File: src/hdl/bole_pkg.sv
// package for the bounded ordered list engine
// request and status codes, sequencer states and shared widths; no dependencies
`default_nettype none

package bole_pkg;

  localparam int CAPACITY_DEF = 16;
  localparam int POS_W        = 8;
  localparam int VAL_W        = 32;
  localparam int REQ_W        = 3;
  localparam int ST_W         = 2;
  localparam int IN_DATA_W    = 40;
  localparam int OUT_DATA_W   = 32;

  typedef enum logic [REQ_W-1:0] {
    REQ_INS_HEAD = 3'd0,
    REQ_INS_TAIL = 3'd1,
    REQ_INS_POS  = 3'd2,
    REQ_DEL_HEAD = 3'd3,
    REQ_DEL_TAIL = 3'd4,
    REQ_DEL_POS  = 3'd5,
    REQ_READ_ALL = 3'd6
  } req_t;

  typedef enum logic [ST_W-1:0] {
    ST_OK    = 2'd0,
    ST_FULL  = 2'd1,
    ST_EMPTY = 2'd2
  } status_t;

  typedef enum logic [3:0] {
    S_IDLE,
    S_MOD_GO,
    S_MOD,
    S_INS_RD,
    S_INS_WR,
    S_PUT,
    S_DEL_RD,
    S_DEL_WR,
    S_RES,
    S_RD_ADDR,
    S_RD_EMIT
  } state_t;

endpackage

`default_nettype wire

File: src/hdl/bounded_ordered_list_engine.sv
// top level of the bounded ordered list engine: sequencer, element memory, result register
// depends on bole_pkg and bole_mod
//
//   group   dir  tdata                         tuser           tlast
//   s_*     in   [7:0] position, [39:8] value  [2:0] req_type  -
//   m_*     out  [31:0] value_out              [1:0] status    last
//
// a request is taken only in idle; the sequencer holds s_tready low until it is done
// insert/delete move one element at a time, a read state then a write state, through the single memory port pair
// positional requests first pass through the remainder unit (one bit per cycle)
// read-out fetches each element in S_RD_ADDR and emits it from S_RD_EMIT, which waits while m_tready holds it back
// rst is synchronous; the element memory needs no clearing, the count resets to zero
`default_nettype none

module bounded_ordered_list_engine #(
  parameter int CAPACITY = bole_pkg::CAPACITY_DEF
) (
  input  logic                            clk,
  input  logic                            rst,
  input  logic                            s_tvalid,
  output logic                            s_tready,
  input  logic [bole_pkg::IN_DATA_W-1:0]  s_tdata,   // position, value_in
  input  logic [bole_pkg::REQ_W-1:0]      s_tuser,   // req_type
  output logic                            m_tvalid,
  input  logic                            m_tready,
  output logic [bole_pkg::OUT_DATA_W-1:0] m_tdata,   // value_out
  output logic [bole_pkg::ST_W-1:0]       m_tuser,   // status
  output logic                            m_tlast
);
  import bole_pkg::*;

  localparam int AW = (CAPACITY > 1) ? $clog2(CAPACITY) : 1;
  localparam int CW = $clog2(CAPACITY + 1);

  state_t           state, state_next;
  req_t             req, req_next;
  logic [POS_W-1:0] pos, pos_next;
  logic [VAL_W-1:0] val, val_next;
  logic [CW-1:0]    idx, idx_next;
  logic [CW-1:0]    ptr, ptr_next;
  logic [CW-1:0]    cnt, cnt_next;
  status_t          status, status_next;

  logic [CW-1:0]    ptr_dec, ptr_inc;
  logic             slot_free;

  logic [VAL_W-1:0] mem [CAPACITY];
  logic [VAL_W-1:0] rdata;
  logic             mem_we, mem_re;
  logic [AW-1:0]    waddr, raddr;
  logic [VAL_W-1:0] wdata;

  logic             mod_start, mod_done;
  logic [POS_W-1:0] mod_dividend;
  logic [CW-1:0]    mod_rem;

  logic             out_load;
  logic [VAL_W-1:0] out_value;
  status_t          out_status;
  logic             out_last;

  assign ptr_dec   = ptr - CW'(1);
  assign ptr_inc   = ptr + CW'(1);
  assign slot_free = !m_tvalid || m_tready;

  bole_mod #(.DW(CW)) u_mod (
    .clk       (clk),
    .rst       (rst),
    .start     (mod_start),
    .dividend  (mod_dividend),
    .divisor   (cnt),
    .done      (mod_done),
    .remainder (mod_rem)
  );

  // next state
  always_comb begin
    req_t in_req;
    in_req      = req_t'(s_tuser);
    state_next  = state;
    req_next    = req;
    pos_next    = pos;
    val_next    = val;
    idx_next    = idx;
    ptr_next    = ptr;
    cnt_next    = cnt;
    status_next = status;
    case (state)
      S_IDLE: begin
        if (s_tvalid) begin
          req_next    = in_req;
          pos_next    = s_tdata[POS_W-1:0];
          val_next    = s_tdata[POS_W +: VAL_W];
          status_next = ST_OK;
          case (in_req)
            REQ_INS_HEAD, REQ_INS_TAIL, REQ_INS_POS: begin
              if (cnt == CW'(CAPACITY)) begin
                status_next = ST_FULL;
                state_next  = S_RES;
              end else if (in_req == REQ_INS_HEAD || cnt == '0 ||
                           (in_req == REQ_INS_POS && s_tdata[POS_W-1:0] == '0)) begin
                idx_next   = '0;
                ptr_next   = cnt;
                state_next = S_INS_RD;
              end else if (in_req == REQ_INS_TAIL) begin
                idx_next   = cnt;
                ptr_next   = cnt;
                state_next = S_INS_RD;
              end else begin
                state_next = S_MOD_GO;
              end
            end
            REQ_DEL_HEAD, REQ_DEL_TAIL, REQ_DEL_POS: begin
              if (cnt == '0) begin
                status_next = ST_EMPTY;
                state_next  = S_RES;
              end else if (in_req == REQ_DEL_HEAD) begin
                idx_next   = '0;
                ptr_next   = '0;
                state_next = S_DEL_RD;
              end else if (in_req == REQ_DEL_TAIL) begin
                idx_next   = cnt - CW'(1);
                ptr_next   = cnt - CW'(1);
                state_next = S_DEL_RD;
              end else begin
                state_next = S_MOD_GO;
              end
            end
            REQ_READ_ALL: begin
              if (cnt == '0) begin
                status_next = ST_EMPTY;
                state_next  = S_RES;
              end else begin
                ptr_next   = '0;
                state_next = S_RD_ADDR;
              end
            end
            default: state_next = S_RES;
          endcase
        end
      end
      S_MOD_GO: state_next = S_MOD;
      S_MOD: begin
        if (mod_done) begin
          if (req == REQ_INS_POS) begin
            idx_next   = mod_rem + CW'(1);
            ptr_next   = cnt;
            state_next = S_INS_RD;
          end else begin
            idx_next   = mod_rem;
            ptr_next   = mod_rem;
            state_next = S_DEL_RD;
          end
        end
      end
      S_INS_RD: begin
        if (ptr == idx) begin
          state_next = S_PUT;
        end else begin
          state_next = S_INS_WR;
        end
      end
      S_INS_WR: begin
        ptr_next   = ptr_dec;
        state_next = S_INS_RD;
      end
      S_PUT: begin
        cnt_next   = cnt + CW'(1);
        state_next = S_RES;
      end
      S_DEL_RD: begin
        if (ptr_inc == cnt) begin
          cnt_next   = cnt - CW'(1);
          state_next = S_RES;
        end else begin
          state_next = S_DEL_WR;
        end
      end
      S_DEL_WR: begin
        ptr_next   = ptr_inc;
        state_next = S_DEL_RD;
      end
      S_RES: begin
        if (slot_free) begin
          state_next = S_IDLE;
        end
      end
      S_RD_ADDR: state_next = S_RD_EMIT;
      S_RD_EMIT: begin
        if (slot_free) begin
          if (ptr_inc == cnt) begin
            state_next = S_IDLE;
          end else begin
            ptr_next   = ptr_inc;
            state_next = S_RD_ADDR;
          end
        end
      end
      default: state_next = S_IDLE;
    endcase
  end

  // outputs of the sequencer
  always_comb begin
    s_tready     = 1'b0;
    mem_we       = 1'b0;
    mem_re       = 1'b0;
    waddr        = ptr[AW-1:0];
    raddr        = ptr[AW-1:0];
    wdata        = rdata;
    mod_start    = 1'b0;
    mod_dividend = pos;
    out_load     = 1'b0;
    out_value    = '0;
    out_status   = status;
    out_last     = 1'b1;
    case (state)
      S_IDLE: s_tready = 1'b1;
      S_MOD_GO: begin
        mod_start = 1'b1;
        if (req == REQ_INS_POS) begin
          mod_dividend = pos - POS_W'(1);
        end
      end
      S_INS_RD: begin
        mem_re = (ptr != idx);
        raddr  = ptr_dec[AW-1:0];
      end
      S_INS_WR: mem_we = 1'b1;
      S_PUT: begin
        mem_we = 1'b1;
        waddr  = idx[AW-1:0];
        wdata  = val;
      end
      S_DEL_RD: begin
        mem_re = (ptr_inc != cnt);
        raddr  = ptr_inc[AW-1:0];
      end
      S_DEL_WR: mem_we = 1'b1;
      S_RES: out_load = slot_free;
      S_RD_ADDR: mem_re = 1'b1;
      S_RD_EMIT: begin
        out_load   = slot_free;
        out_value  = rdata;
        out_status = ST_OK;
        out_last   = (ptr_inc == cnt);
      end
      default: s_tready = 1'b0;
    endcase
  end

  always_ff @(posedge clk) begin
    if (rst) begin
      state <= S_IDLE;
      cnt   <= '0;
    end else begin
      state <= state_next;
      cnt   <= cnt_next;
    end
  end

  always_ff @(posedge clk) begin
    req    <= req_next;
    pos    <= pos_next;
    val    <= val_next;
    idx    <= idx_next;
    ptr    <= ptr_next;
    status <= status_next;
  end

  always_ff @(posedge clk) begin
    if (mem_we) begin
      mem[waddr] <= wdata;
    end
    if (mem_re) begin
      rdata <= mem[raddr];
    end
  end

  always_ff @(posedge clk) begin
    if (rst) begin
      m_tvalid <= 1'b0;
    end else if (out_load) begin
      m_tvalid <= 1'b1;
    end else if (m_tready) begin
      m_tvalid <= 1'b0;
    end
  end

  always_ff @(posedge clk) begin
    if (out_load) begin
      m_tdata <= out_value;
      m_tuser <= out_status;
      m_tlast <= out_last;
    end
  end

  a_count_bound: assert property (@(posedge clk) disable iff (rst)
    cnt <= CW'(CAPACITY))
    else $error("element count above capacity");

  a_count_moves: assert property (@(posedge clk) disable iff (rst)
    (!$past(rst) && cnt != $past(cnt)) |->
      ($past(state) == S_PUT || $past(state) == S_DEL_RD))
    else $error("element count changed outside insert or delete");

  a_readout_in_range: assert property (@(posedge clk) disable iff (rst)
    (state == S_RD_EMIT) |-> (ptr < cnt))
    else $error("read-out pointer beyond list");

  a_error_beat: assert property (@(posedge clk) disable iff (rst)
    (m_tvalid && m_tuser != ST_OK) |-> (m_tdata == '0 && m_tlast))
    else $error("status beat carries data or is not last");

endmodule

`default_nettype wire

File: src/hdl/bole_mod.sv
// iterative remainder unit, one restoring subtract step per cycle
// depends on bole_pkg
`default_nettype none

module bole_mod #(
  parameter int DW = 5
) (
  input  logic                      clk,
  input  logic                      rst,
  input  logic                      start,
  input  logic [bole_pkg::POS_W-1:0] dividend,
  input  logic [DW-1:0]             divisor,
  output logic                      done,
  output logic [DW-1:0]             remainder
);
  import bole_pkg::*;

  localparam int SW = $clog2(POS_W);

  logic            busy;
  logic [SW-1:0]   step;
  logic [POS_W-1:0] shreg;
  logic [DW-1:0]   rem;
  logic [DW-1:0]   dvs;
  logic [DW:0]     trial;
  logic [DW:0]     diff;
  logic [DW-1:0]   rem_next;

  always_comb begin
    trial = {rem, shreg[POS_W-1]};
    diff  = trial - {1'b0, dvs};
    if (trial >= {1'b0, dvs}) begin
      rem_next = diff[DW-1:0];
    end else begin
      rem_next = trial[DW-1:0];
    end
  end

  always_ff @(posedge clk) begin
    if (rst) begin
      busy <= 1'b0;
      done <= 1'b0;
    end else begin
      done <= 1'b0;
      if (start) begin
        busy  <= 1'b1;
        step  <= '0;
        shreg <= dividend;
        rem   <= '0;
        dvs   <= divisor;
      end else if (busy) begin
        rem   <= rem_next;
        shreg <= {shreg[POS_W-2:0], 1'b0};
        step  <= step + SW'(1);
        if (step == SW'(POS_W - 1)) begin
          busy <= 1'b0;
          done <= 1'b1;
        end
      end
    end
  end

  assign remainder = rem;

  a_rem_below_divisor: assert property (@(posedge clk) disable iff (rst)
    done |-> (remainder < dvs))
    else $error("remainder not below divisor");

  a_no_restart: assert property (@(posedge clk) disable iff (rst)
    start |-> !busy)
    else $error("remainder unit restarted while busy");

  a_done_after_busy: assert property (@(posedge clk) disable iff (rst)
    (done && !$past(rst)) |-> $past(busy))
    else $error("done without a running division");

endmodule

`default_nettype wire

File: config.mk
export PLATFORM = sky130hd
export DESIGN_NAME = bounded_ordered_list_engine
export DESIGN_NICKNAME = d
export VERILOG_FILES = /design/src/hdl/bole_pkg.sv /design/src/hdl/bounded_ordered_list_engine.sv /design/src/hdl/bole_mod.sv
export SDC_FILE = /design/constraint.sdc
export NUM_CORES = 1
export LEC_CHECK = 0
export CAP_MARGIN = 20
export CORE_MARGIN = 4
export CORE_UTILIZATION = 62
export DETAILED_ROUTE_END_ITERATION = 8
export DONT_BUFFER_PORTS = 1
export PLACE_DENSITY = 0.78
export REMOVE_ABC_BUFFERS = 1
export SKIP_CTS_REPAIR_TIMING = 1
export SYNTH_ARGS = -nofsm -noshare
export SYNTH_HDL_FRONTEND = slang
export SYNTH_SLANG_ARGS = --single-unit
export TNS_END_PERCENT = 5
File: constraint.sdc
create_clock -name clk -period 3.7 [get_ports clk]
set_input_delay 0.185 -clock clk [delete_from_list [all_inputs] [get_ports clk]]
set_output_delay 0.185 -clock clk [all_outputs]
set_load 0.01 [all_outputs]
==> impl_table.tex <==
\begin{tabular}{lr}
\hline
Metric & Value \\
\hline
\multicolumn{2}{l}{\textbf{Critical path}} \\
Setup Crit Path Kind & register to register \\
Endpoint type of the worst setup path & register \\
Crit path launch type & register \\
Source of the worst register-to-register timing path & ptr[0] \\
Arrival time of the worst setup path & 3.71 ns \\
Critical path data required time & 4.04 ns \\
Highest net fanout along the worst path & 177 \\
Launch point of the critical path & ptr[0] \\
\multicolumn{2}{l}{\textbf{Power}} \\
Cell Int Power & 0.0162 W \\
Peak supply drop & 0.508 mV \\
Net switching power figure & 0.00863 W \\
Share of total power in the clock network & 26.7\% \\
Static leakage power & 11.8 nW \\
Combinational Power Share & 34.6\% \\
Proportion of total power due to net switching & 34.7\% \\
Seq pwr share & 38.8\% \\
Cell area power density & 721 nW/µm² \\
\multicolumn{2}{l}{\textbf{Yosys}} \\
Share of async-settable or async-resettable flops after synthesis & 0\% \\
Top cells by area in the synthesized netlist & edfxtp\_1, nand2\_1, mux2i\_1 \\
Number of distinct standard cells referenced by the synthesized netlist & 60 \\
Post-synth EDFFs & 655 \\
Commonest register cell after synthesis & edfxtp\_1 \\
Cell type with the largest total area after synthesis & edfxtp\_1 \\
Fraction of synthesized cell area taken by the top area cell type & 63.8\% \\
Gate count after technology mapping & 2469 \\
Mapped Avg Cell Area & 12.5 µm² \\
Synth Warn \# & 0 \\
Number of storage elements in the synthesis netlist & 667 \\
Netlist Area Pre-Place & 30800 µm² \\
Portion of the post-synthesis area used by sequential elements & 64.6\% \\
\multicolumn{2}{l}{\textbf{Layout}} \\
Ratio of cells with drive above 1 in the final layout & 10.6\% \\
Final design area excluding fillers & 34500 µm² \\
Area of combinational cells with multiple inputs & 10200 µm² \\
Most common cell after layout, fill and taps aside & edfxtp\_1 \\
Area added between synthesis and finish & 11.8\% \\
Top library cells by usage in the layout, fill and taps aside & edfxtp\_1, nand2\_1, a21oi\_1 \\
Number of nets in the final layout & 2539 \\
FF+latch area & 19900 µm² \\
Antenna cells & 0 \\
Fillers & 3257 \\
\multicolumn{2}{l}{\textbf{Route}} \\
Number of iterations in the first detailed-routing pass & 6 \\
Vias & 20836 \\
Total wire length after detailed routing & 76400 µm \\
Residual DRC & 0 \\
Via density per instance & 6.53 \\
Iter 0 DRT Violations & 2423 \\
Post-route ant nets & 0 \\
Routed wirelength normalized by instance count & 23.9 µm \\
\multicolumn{2}{l}{\textbf{Floorplan}} \\
Boundary pin count & 84 \\
Overall die height & 231 µm \\
Site row count & 81 \\
Core footprint & 49100 µm² \\
Floorplan die area & 53400 µm² \\
Starting utilization of the core area & 62.9\% \\
Die width & 231 µm \\
\multicolumn{2}{l}{\textbf{Placement}} \\
Count of input and output buffers & 0 \\
Placed Area & 31900 µm² \\
Dpl hpwl & 43600 µm \\
Routability congestion estimate & 0.876 \\
Pre-CTS worst setup slack & 0.515 ns \\
\multicolumn{2}{l}{\textbf{Timing}} \\
Final worst-path cycle share & 91.1\% \\
Headroom to the max-slew limit & 24.8\% \\
Final hold violation count & 0 \\
Worst Hold Slack & 0.0331 ns \\
Worst slew pin tran & 1.13 ns \\
Final period demand of the worst path & 3.37 ns \\
Setup repair after global routing missed its margin & no \\
Final setup margin & 0.330 ns \\
Final slew viol count & 0 \\
Post-route clock skew & 0.0266 ns \\
Setup-violating endpoint count in the final report & 0 \\
Fmax achieved & 297 MHz \\
\multicolumn{2}{l}{\textbf{Clock network}} \\
TritonCTS Buffers & 70 \\
Clock-pin slew of the registers on the worst-case setup and hold paths & 0.06 ns \\
Level count of the clock H-tree & 3 \\
CTS Root Cell & clkbuf\_16 \\
CTS tree & yes \\
Sink count of the clock tree & 667 \\
Buffer levels on the longest clock path & 3 \\
Clock latency on the worst-skew pair & 0.61 ns \\
\multicolumn{2}{l}{\textbf{Global routing}} \\
Global-route total usage across every layer & 28.1\% \\
Via count of the first global-routing pass & 20636 \\
First-pass GRT wire length & 116000 µm \\
Largest net degree at the start of global routing & 193 \\
Number of antenna violations at the first check in global routing & 1 \\
Overflow left after global routing & 0 \\
\multicolumn{2}{l}{\textbf{Flow run}} \\
MaxCap Viol Count & 0 \\
\multicolumn{2}{l}{\textbf{Status}} \\
Outcome & finished clean \\
\multicolumn{2}{l}{\textbf{Min path}} \\
Worst min-delay path class & input pin to register \\
Critical hold path startpoint & s\_tuser[1] \\
\hline
\end{tabular}
-- sequential cells by signal (all words and copies together), names as in the netlist, 8 cells and up --
register,cells
u_mod.shreg,8
pos,8
rdata,32
val,32
mem,512
m_tdata,32
-- routing by layer --
metal  part of all wire [%]  track usage (%)  routed length [µm]  vias up
met5                      0                0                   0        -
met1                     40             38.3               30300    10217
met4                    3.2             11.0                2470        0
li1                       -                -                   -     9349
met3                    8.6             4.76                6570      178
met2                     49             45.9               37100     1092
-- final timing paths --
check	to	slack (ns)	depth (start not counted)
worst max-delay path	rdata[29]	0.33	6
worst min register to register	u_mod.done	0.44	2
worst max register to register	rdata[29]	0.33	6
worst min-delay path	state[3]	0.03	4
-- cells by family (layout without fill, tap and decap cells) --
family | Yosys count | count (layout) | share of synthesized area [%]
compound gates | 470 | 470 | 10.3
simple gates | 836 | 836 | 12.6
fa+ha+maj | 15 | 15 | 0.633
flops | 667 | 667 | 64.6
buf+inv | 213 | 273 | 3.04
xor+xnor | 38 | 38 | 1.15
mux | 230 | 230 | 7.73
-- cell usage after synthesis (12+ instances only) --
master	instances
clkbuf_1	130
a211oi_1	71
nor2_1	69
xnor2_1	26
mux2_2	51
mux2_1	14
mux2i_1	165
nand2b_1	72
nand4b_1	32
ha_1	14
or3_1	33
nand3_1	75
a32oi_1	34
nor3_1	17
o21ai_0	23
buf_2	24
nand2_1	461
o221ai_1	35
inv_1	21
buf_4	17
edfxtp_1	655
a21oi_1	192
buf_1	14
dfxtp_1	12
a311oi_1	67
and2_1	35
-- area by class of cell --
| type | count | area share [%] |
|---|---|---|
| Inverter | 21 | 0.243 |
| Clock buffer | 87 | 5.51 |
| Clock inverter | 37 | 0.704 |
| Sequential cell | 667 | 57.7 |
| Timing Repair Buffer | 128 | 3.82 |
| Multi-Input combinational cell | 1589 | 29.6 |
| Tap cell | 664 | 2.41 |
-- stage by stage --
step	power, W	utilization [%]	std cells	setup TNS [ns]
2_1_floorplan	0.0156	-	2277	-2691.02
3_3_place_gp	0.0178	65.0	3023	0
3_5_place_dp	0.0181	65.0	3023	0
4_1_cts	0.0247	69.4	3147	0
5_1_grt	0.0260	70.3	3193	0
6_report	0.0248	70.3	3193	0
-- power groups by stage --
stage | Clock, W | Sequential, W | Combinational (W)
CTS | 0.00670 | 0.00963 | 0.00841
global placement | 0 | 0.00977 | 0.00805
global route | 0.00705 | 0.00969 | 0.00923
finish | 0.00662 | 0.00964 | 0.00859
floorplan | 0 | 0.00993 | 0.00563
detailed placement | 0 | 0.00978 | 0.00836
-- critical path, cell delays in order (launching register included) --
cell and delay [ns]:
edfxtp_1 0.59, buf_12 0.30, xnor2_2 1.03, buf_12 0.36, mux2i_1 0.28, mux2_2 0.19, o221ai_1 0.11
Power figures use the tool's default switching activity.
